===== src/hdl/svts_pkg.sv =====
// Package for the SQL VALUES tuple splitter: byte constants, error codes
// and the request and response item structs. No dependencies.
package svts_pkg;

   localparam logic [7:0] CHAR_SEMI      = 8'h3B;  // ;
   localparam logic [7:0] CHAR_LPAREN    = 8'h28;  // (
   localparam logic [7:0] CHAR_COMMA     = 8'h2C;  // ,
   localparam logic [7:0] CHAR_RPAREN    = 8'h29;  // )
   localparam logic [7:0] CHAR_QUOTE     = 8'h27;  // '
   localparam logic [7:0] CHAR_BACKSLASH = 8'h5C;  // backslash
   localparam logic [7:0] CHAR_NEWLINE   = 8'h0A;  // LF

   localparam int unsigned ERR_W = 3;
   localparam int unsigned IDX_W = 6;

   localparam logic [ERR_W-1:0] ERR_NONE      = 3'd0;
   localparam logic [ERR_W-1:0] ERR_NO_LPAREN = 3'd1;
   localparam logic [ERR_W-1:0] ERR_NO_QUOTE  = 3'd2;
   localparam logic [ERR_W-1:0] ERR_NO_RPAREN = 3'd3;
   localparam logic [ERR_W-1:0] ERR_BAD_END   = 3'd4;

   typedef struct packed {
      logic [7:0] data_byte;
      logic       line_last;
   } req_item_type;

   typedef struct packed {
      logic [7:0]       echo_byte;
      logic             in_tuple_text;
      logic             field_byte;
      logic             field_end;
      logic             tuple_end;
      logic [IDX_W-1:0] field_index;
      logic             statement_done;
      logic [ERR_W-1:0] error_code;
   } rsp_item_type;

endpackage


===== src/hdl/sql_values_tuple_splitter_top.sv =====
// SQL VALUES tuple splitter: tags each byte of a dump line after VALUES.
// The response is registered: rsp_valid rises in the cycle after accept.
// Throughput: one item per cycle unless rsp_ready holds the response; the
// parse update and tagging are combinational, and the response register reloads in the cycle it is taken.
// Reset (synchronous, active high): parser expects a tuple start, field
// counter cleared, no response pending.
module sql_values_tuple_splitter_top #(
   parameter int unsigned MAX_FIELD_INDEX = 63
) (
   input  logic                  clock,
   input  logic                  reset,
   input  logic                  req_valid,
   output logic                  req_ready,
   input  svts_pkg::req_item_type req_data,
   output logic                  rsp_valid,
   input  logic                  rsp_ready,
   output svts_pkg::rsp_item_type rsp_data
);
   import svts_pkg::*;

   localparam int unsigned CNT_W = $clog2(MAX_FIELD_INDEX + 1);
   localparam int unsigned EXT_W = (CNT_W > IDX_W) ? CNT_W : IDX_W;
   localparam logic [CNT_W-1:0] CNT_MAX = CNT_W'(MAX_FIELD_INDEX);

   typedef enum logic [2:0] {
      ST_EXPECT = 3'd0,
      ST_FIELD  = 3'd1,
      ST_QUOTE  = 3'd2,
      ST_ESC    = 3'd3,
      ST_AFTER  = 3'd4,
      ST_SEMI   = 3'd5,
      ST_SKIP   = 3'd6
   } parse_state_type;

   parse_state_type state_ff, state_in;
   logic [CNT_W-1:0] cnt_ff, cnt_in;
   logic             rsp_valid_ff;
   rsp_item_type     rsp_data_ff, rsp_data_in;
   logic             accept;
   logic [7:0]       b;
   logic             last;
   logic [EXT_W-1:0] idx_ext;
   logic [CNT_W-1:0] cnt_bump;

   assign req_ready = !rsp_valid_ff || rsp_ready;
   assign accept    = req_valid && req_ready;
   assign rsp_valid = rsp_valid_ff;
   assign rsp_data  = rsp_data_ff;

   assign b        = req_data.data_byte;
   assign last     = req_data.line_last;
   assign idx_ext  = EXT_W'(cnt_ff);
   assign cnt_bump = (cnt_ff >= CNT_MAX) ? CNT_MAX : cnt_ff + CNT_W'(1);

   always_comb begin
      state_in    = state_ff;
      cnt_in      = cnt_ff;
      rsp_data_in = '0;
      rsp_data_in.echo_byte = b;
      unique case (state_ff) inside
         ST_EXPECT, ST_AFTER: begin
            if (b == CHAR_LPAREN) begin
               rsp_data_in.in_tuple_text = 1'b1;
               cnt_in   = '0;
               state_in = ST_FIELD;
               if (last) rsp_data_in.error_code = ERR_NO_RPAREN;
            end else if (b == CHAR_SEMI) begin
               state_in = ST_SEMI;
               if (last) rsp_data_in.statement_done = 1'b1;
            end else if (b == CHAR_COMMA && state_ff == ST_AFTER) begin
               state_in = ST_EXPECT;
               if (last) rsp_data_in.error_code = ERR_NO_LPAREN;
            end else begin
               rsp_data_in.error_code = ERR_NO_LPAREN;
            end
         end
         ST_FIELD: begin
            rsp_data_in.in_tuple_text = 1'b1;
            rsp_data_in.field_index   = idx_ext[IDX_W-1:0];
            if (b == CHAR_COMMA) begin
               rsp_data_in.field_end = 1'b1;
               cnt_in = cnt_bump;
               if (last) rsp_data_in.error_code = ERR_NO_RPAREN;
            end else if (b == CHAR_RPAREN) begin
               rsp_data_in.field_end = 1'b1;
               rsp_data_in.tuple_end = 1'b1;
               state_in = ST_AFTER;
               if (last) rsp_data_in.error_code = ERR_NO_LPAREN;
            end else begin
               rsp_data_in.field_byte = 1'b1;
               if (b == CHAR_QUOTE) state_in = ST_QUOTE;
               if (last) rsp_data_in.error_code = ERR_NO_RPAREN;
            end
         end
         ST_QUOTE: begin
            rsp_data_in.in_tuple_text = 1'b1;
            rsp_data_in.field_byte    = 1'b1;
            rsp_data_in.field_index   = idx_ext[IDX_W-1:0];
            if (b == CHAR_QUOTE) begin
               state_in = ST_FIELD;
               if (last) rsp_data_in.error_code = ERR_NO_RPAREN;
            end else begin
               if (b == CHAR_BACKSLASH) state_in = ST_ESC;
               if (last) rsp_data_in.error_code = ERR_NO_QUOTE;
            end
         end
         ST_ESC: begin
            rsp_data_in.in_tuple_text = 1'b1;
            rsp_data_in.field_byte    = 1'b1;
            rsp_data_in.field_index   = idx_ext[IDX_W-1:0];
            state_in = ST_QUOTE;
            if (last) rsp_data_in.error_code = ERR_NO_QUOTE;
         end
         ST_SEMI: begin
            if (b == CHAR_NEWLINE && last) rsp_data_in.statement_done = 1'b1;
            else rsp_data_in.error_code = ERR_BAD_END;
         end
         default: begin
            // skipping after an error (and the unused code): tags stay clear
         end
      endcase
      if (rsp_data_in.error_code != ERR_NONE) state_in = ST_SKIP;
      if (last) begin
         state_in = ST_EXPECT;
         cnt_in   = '0;
      end
   end

   always_ff @(posedge clock) begin
      if (reset) begin
         state_ff     <= ST_EXPECT;
         cnt_ff       <= '0;
         rsp_valid_ff <= 1'b0;
      end else begin
         if (accept) begin
            state_ff    <= state_in;
            cnt_ff      <= cnt_in;
            rsp_data_ff <= rsp_data_in;
         end
         if (req_ready) rsp_valid_ff <= req_valid;
      end
   end

   // a line end always returns the parser to its start state
   a_line_end_resets: assert property (@(posedge clock) disable iff (reset)
      accept && req_data.line_last |=> state_ff == ST_EXPECT && cnt_ff == '0)
      else $error("parser not back at tuple start after line end");

   a_cnt_saturates: assert property (@(posedge clock) disable iff (reset)
      cnt_ff <= CNT_MAX)
      else $error("field counter beyond its limit");

   a_done_clean: assert property (@(posedge clock) disable iff (reset)
      rsp_valid_ff && rsp_data_ff.statement_done |->
         rsp_data_ff.error_code == ERR_NONE && !rsp_data_ff.in_tuple_text)
      else $error("statement_done with error or tuple tag");

   a_tuple_end_tags: assert property (@(posedge clock) disable iff (reset)
      accept && state_ff == ST_FIELD && req_data.data_byte == CHAR_RPAREN
         && !req_data.line_last |=> state_ff == ST_AFTER && rsp_data_ff.tuple_end)
      else $error("closing parenthesis not handled as tuple end");

endmodule


===== config.mk =====
export PLATFORM = sky130hd
export DESIGN_NAME = sql_values_tuple_splitter_top
export DESIGN_NICKNAME = d
export VERILOG_FILES = /design/src/hdl/svts_pkg.sv /design/src/hdl/sql_values_tuple_splitter_top.sv
export SDC_FILE = /design/constraint.sdc
export NUM_CORES = 1
export LEC_CHECK = 0
export BUFFER_PORTS_ARGS = -buffer_cell sky130_fd_sc_hd__buf_2
export CAP_MARGIN = 0
export CORE_MARGIN = 2
export CORE_UTILIZATION = 45
export DETAILED_ROUTE_END_ITERATION = 10
export HOLD_SLACK_MARGIN = 0.02
export PLACE_DENSITY = 0.7
export SLEW_MARGIN = 10
export SYNTH_ARGS = -nofsm -noshare
export SYNTH_HDL_FRONTEND = slang
export SYNTH_SLANG_ARGS = --single-unit

===== constraint.sdc =====
create_clock -name clock -period 2.7 [get_ports clock]
set_clock_uncertainty 0.05 [all_clocks]
set_input_delay 0.27 -clock clock [delete_from_list [all_inputs] [get_ports clock]]
set_output_delay 0.27 -clock clock [all_outputs]
set_load 0.02 [all_outputs]

==> results.sh, run 1 <==
export IMPL_drc=0
export IMPL_mappedNetlistNets=170
export IMPL_arrival_ns=2.21
export IMPL_drv_cap=0
export IMPL_crit_required_ns=2.86
export IMPL_rr_worst_depth=5
export IMPL_root_buffer="clkbuf_8"
export IMPL_chipHeight_um=64.72
export IMPL_critPathMaxFanout=12
export IMPL_syn_to_final_growth_pct=20.66
export IMPL_die_area_um2=4189
export IMPL_fin_crit_sh_pct=75.88
export IMPL_crit_slowest_cell="or4_1"
export IMPL_ctsResizeCount=0
export IMPL_clockBufferDepth=2
export IMPL_layout_drive_gt1_share_pct=27.41
export IMPL_synthArstFlopShare_pct=0
export IMPL_regArea_um2=860.8
export IMPL_leakagePower_nw=0.7452
export IMPL_cts_sinks=32
export IMPL_synth_cell_types=46
export IMPL_ys_seq_area_share_pct=51.89
export IMPL_core_um2=3606
export IMPL_final_cell_mix="buf_2 (36), edfxtp_1 (22), nand2_1 (12)"
export IMPL_initial_utilization_pct=46.01
export IMPL_cp_depth=5
export IMPL_die_x_um=64.72
export IMPL_syn_inst=156
export IMPL_wl_per_cell_um=13.64
export IMPL_yosysTopAreaCell="edfxtp_1"
export IMPL_rows=22
export IMPL_grt_usage_pct=17.64
export IMPL_clk_latency_ns=0.27
export IMPL_worst_r2r_setup_slack_ns=0.65
export IMPL_crit_end="state_ff[2]"
export IMPL_fillers=336
export IMPL_ys_top_cells_by_area="edfxtp_1 (40%), dfxtp_1 (12%), nand2b_1 (3.4%)"
export IMPL_start_kind="register"
export IMPL_fmax_ghz=0.4881
export IMPL_numPortBuffers=36
export IMPL_final_common_cell="buf_2"
export IMPL_synth_edf_count=22
export IMPL_multi_input_area_um2=744.5
export IMPL_cts_max_level=2
export IMPL_grt_max_degree=23
export IMPL_dr_total_vias=1356
export IMPL_ir_drop_mv=0.2477
export IMPL_cts_reportedPaths_clkPinSlew_ns=0.07
export IMPL_synthesis_area_um2=1659
export IMPL_layout_nets=210
export IMPL_rr_startpoint="state_ff[2]"
export IMPL_first_iter_violations=89
export IMPL_cts_tree="built"
export IMPL_drt_first_pass_iters=4
export IMPL_cp_end_kind="register"
export IMPL_dpl_hpwl_mm=2.508
export IMPL_p_per_area_nw_per_um2=554.1
export IMPL_hold_path_class="primary input to register"
export IMPL_rsz0062_at_grt="no"
export IMPL_worstPathCellList="inv_1 > or4_1 > a41oi_1 > a21o_1 > mux2i_1"
export IMPL_grt_first_pass_wirelength_mm=5.775
export IMPL_cts_hold_buf=0
export IMPL_critPathTopFamily="simple AND/OR/NAND/NOR gates"
export IMPL_setup_tns_ns=0
export IMPL_antenna_left=0
export IMPL_hold_violations=0
export IMPL_first_global_vias=1238
export IMPL_syn_mean_instance_area_um2=10.64
export IMPL_gp_congestion=0.9252
export IMPL_cts_setup_buffers=0
export IMPL_vias_per_cell=5.535
export IMPL_timing_slew_headroom_pct=70.44
export IMPL_worst_slew_pin_slew_ns=0.4420
export IMPL_antenna_cells=0
export IMPL_numCtsBuffers=5
export IMPL_worst_path_buf_inv=1
export IMPL_rr_endpoint="state_ff[2]"
export IMPL_startpoint="state_ff[2]"
export IMPL_power_total_mw=1.109
export IMPL_path_class="register to register"
export IMPL_crit_path_max_incr_delay_ns=0.57
export IMPL_ios=37
export IMPL_grt_remaining_overflow=0
export IMPL_synthFlopType="edfxtp_1"
export IMPL_yosysWarnings=0
export IMPL_fin_crit_ns=2.049
export IMPL_outcome="complete, no violations"
export IMPL_slew_violations=0
export IMPL_post_synth_top_area_fraction_pct=39.82
export IMPL_wirelength_mm=3.342
export IMPL_setup_viol=0
export IMPL_antenna_found_initial=0
export IMPL_synth_seq_cells=32
[cell usage after synthesis (4+ instances only)]
master and n:
nand2b_1 9, a21oi_1 11, and2_1 6, inv_1 9, edfxtp_1 22, mux2i_1 4, nand3_1 8, dfxtp_1 10
o21ai_0 5, nor3_1 4, nand2_1 12, nor2_1 11
[flip-flops by register name, summed over array words and instances (netlist names)]
register / count
rsp_data: 22
cnt_ff: 6
state_ff: 3
rsp_valid: 1
[metrics by stage]
| stage | worst slack [ns] | hold WS (ns) | std cells | util, % | area, um^2 |
|---|---|---|---|---|---|
| after detailed placement | 0.4179 | 0.4470 | 237 | 52.53 | 1894 |
| after global placement | 0.3984 | 0.4406 | 237 | 52.53 | 1894 |
| after CTS | 0.6514 | 0.1619 | 245 | 55.52 | 2002 |
| final | 0.6512 | 0.1714 | 245 | 55.52 | 2002 |
| after global routing | 0.4645 | 0.1733 | 245 | 55.52 | 2002 |
| after floorplan | 0.5006 | 0.3189 | 156 | - | 1659 |
[how the worst min path moves through the flow]
| stage | start | to | slack, ns | depth (start not counted) |
|---|---|---|---|---|
| 6_report | req_data[4] | rsp_data[17] | 0.17 | 1 |
| 5_1_grt | req_data[4] | rsp_data[17] | 0.17 | 1 |
| 4_1_cts | req_data[4] | rsp_data[17] | 0.16 | 1 |
| 3_5_place_dp | req_data[4] | rsp_data[17] | 0.45 | 1 |
| 3_3_place_gp | cnt_ff[1] | cnt_ff[1] | 0.44 | 2 |
| 2_1_floorplan | req_data[1] | rsp_data[14] | 0.32 | 0 |
[routing by layer]
| metal | wire [um] | vias to the layer above | part of all wire (%) | GRT usage [%] |
|---|---|---|---|---|
| met3 | 202 | 4 | 6.0 | 3.646 |
| met1 | 1624 | 625 | 49 | 25.67 |
| met4 | 30 | 0 | 0.90 | 6.383 |
| met5 | 0 | - | 0 | 0 |
| met2 | 1484 | 55 | 44 | 25.90 |
| li1 | - | 672 | - | - |
[power breakdown]
| group | internal [mW] | switching [mW] | leakage (nW) |
|---|---|---|---|
| clock network | 0.274 | 0.166 | 0.0552 |
| logic | 0.0418 | 0.0771 | 0.402 |
| registers | 0.541 | 0.00950 | 0.288 |
| total | 0.857 | 0.253 | 0.745 |
[cell type report]
class / instances / share of cell area [%]
inverter: 9 / 1.688
multi-input combinational: 110 / 37.19
timing repair buffer: 38 / 9.750
clock buffer: 6 / 3.625
sequential: 32 / 43.00
clock inverter: 2 / 1.750
tap: 48 / 3.000
[cell families after synthesis]
logic type	Yosys count	synth area share, %
AND/OR/NAND/NOR	68	24.96
AO/OA/AOI/OAI	37	16.74
flip-flops	32	51.89
buffers and inverters	14	3.242
multiplexers	4	2.413
adder cells (fa/ha/maj)	1	0.7540
Power figures use the tool's default switching activity.
==> run 2: changes to the inputs <==
Clock period 2.7 ns to 1.9 ns, I/O delays scaled along.
==> results.sh, run 2 (synthesis gave the netlist of run 1 again) <==
export IMPL_cp_common_cell="buf_4"
export IMPL_layout_drive_gt1_share_pct=39.21
export IMPL_worst_slew_pin_slew_ns=0.5502
export IMPL_dr_total_vias=1473
export IMPL_first_iter_violations=104
export IMPL_outcome="complete, no violations"
export IMPL_numPortBuffers=36
export IMPL_timing_slew_headroom_pct=62.82
export IMPL_slew_violations=0
export IMPL_syn_to_final_growth_pct=35.22
export IMPL_final_common_cell="buf_2"
export IMPL_numCtsBuffers=5
export IMPL_critPathTopFamily="compound AO/OA/AOI/OAI gates"
export IMPL_ios=37
export IMPL_cts_hold_buf=0
export IMPL_largest_reg_flops=22
export IMPL_gp_congestion=0.9192
export IMPL_wl_per_cell_um=13.94
export IMPL_setup_viol=0
export IMPL_p_sw_mw=0.3806
export IMPL_hold_path_class="primary input to register"
export IMPL_cts_max_level=2
export IMPL_first_global_vias=1366
export IMPL_p_per_area_nw_per_um2=727.9
export IMPL_drc=0
export IMPL_cts_reportedPaths_clkPinSlew_ns=0.07
export IMPL_power_frac_comb_pct=13.6
export IMPL_rows=22
export IMPL_hold_violations=0
export IMPL_crit_slowest_cell="dfxtp_2"
export IMPL_worstPathCellList="nor3_1 > buf_4 > a22o_1 > a211oi_4 > buf_4 > mux2i_1 > nor2_1"
export IMPL_grt_first_pass_wirelength_mm=6.361
export IMPL_die_area_um2=4189
export IMPL_dpl_hpwl_mm=2.986
export IMPL_clockBufferDepth=2
export IMPL_worst_path_buf_inv=2
export IMPL_layout_nets=240
export IMPL_drt_first_pass_iters=4
export IMPL_fin_crit_sh_pct=95.00
export IMPL_chipHeight_um=64.72
export IMPL_drv_cap=0
export IMPL_critPathMaxFanout=8
export IMPL_p_int_mw=1.252
export IMPL_final_cell_mix="buf_2 (36), buf_4 (32), edfxtp_1 (22)"
export IMPL_clk_latency_ns=0.28
export IMPL_crit_path_max_incr_delay_ns=0.41
export IMPL_start_kind="register"
export IMPL_p_clk_share_pct=38.7
export IMPL_antenna_left=0
export IMPL_arrival_ns=1.92
export IMPL_ir_drop_mv=0.2990
export IMPL_wirelength_mm=3.833
export IMPL_cp_end_kind="register"
export IMPL_fin_crit_ns=1.805
export IMPL_core_um2=3606
export IMPL_initial_utilization_pct=46.01
export IMPL_switching_share_pct=23.31
export IMPL_root_buffer="clkbuf_8"
export IMPL_setup_tns_ns=0
export IMPL_leakagePower_nw=0.8939
export IMPL_fin_ws_ns=0.09494
export IMPL_fmax_ghz=0.5540
export IMPL_grt_usage_pct=19.99
export IMPL_fillers=306
export IMPL_grt_remaining_overflow=0
export IMPL_die_x_um=64.72
export IMPL_antenna_found_initial=0
export IMPL_place_ws_ns=-0.1581
export IMPL_cts_sinks=32
export IMPL_path_class="register to register"
export IMPL_cts_tree="built"
export IMPL_antenna_cells=0
export IMPL_power_frac_seq_pct=47.7
export IMPL_grt_max_degree=23
export IMPL_vias_per_cell=5.356
export IMPL_crit_required_ns=2.02
[run 2: power groups by stage]
stage                     Combinational, mW  Sequential, mW  Clock (mW)
after global routing                  0.238           0.782       0.682
after detailed placement              0.211           0.794           0
final                                 0.222           0.780       0.631
after floorplan                      0.0892           0.817           0
after global placement                0.208           0.793           0
after CTS                             0.212           0.779       0.643
[run 2: metrics by stage]
step	util, %	instances	hold WS, ns	area, um^2	power [mW]
floorplan	-	156	0.2389	1663	0.9061
global placement	58.22	264	0.3632	2100	1.001
detailed placement	58.22	264	0.3711	2100	1.005
CTS	61.31	272	0.08217	2211	1.634
global route	62.21	275	0.07826	2243	1.702
finish	62.21	275	0.08730	2243	1.633
[run 2: path summary, 6_finish.rpt]
path                    start  slack, ns  cells after the start            to
setup reg to reg  state_ff[2]       0.09                      7     cnt_ff[0]
hold reg to reg     rsp_valid       0.48                      2     rsp_valid
setup / recovery  state_ff[2]       0.09                      7     cnt_ff[0]
hold / removal    req_data[4]       0.09                      1  rsp_data[17]
[run 2: cell type report]
type	instances	area (um^2)	area share, %
Sequential cell	32	863.3	38.48
Timing Repair Buffer	68	420.4	18.74
Multi-Input combinational cell	110	754.5	33.63
Clock buffer	5	68.82	3.067
Clock inverter	3	42.54	1.896
Tap cell	48	60.06	2.677
Inverter	9	33.78	1.506
[run 2: what timing repair did]
item	4_1_cts	5_1_grt
resized for setup	0	3
pin swaps	1	3
buffers inserted	0	3
gates cloned	0	0
setup endpoints to repair	1	8
[run 2: layer usage]
metal  GRT usage [%]  part of all wire [%]
met2           30.03                    45
met1           28.30                    49
met4           6.915                   1.1
met5               0                     0
met3           4.688                   4.4
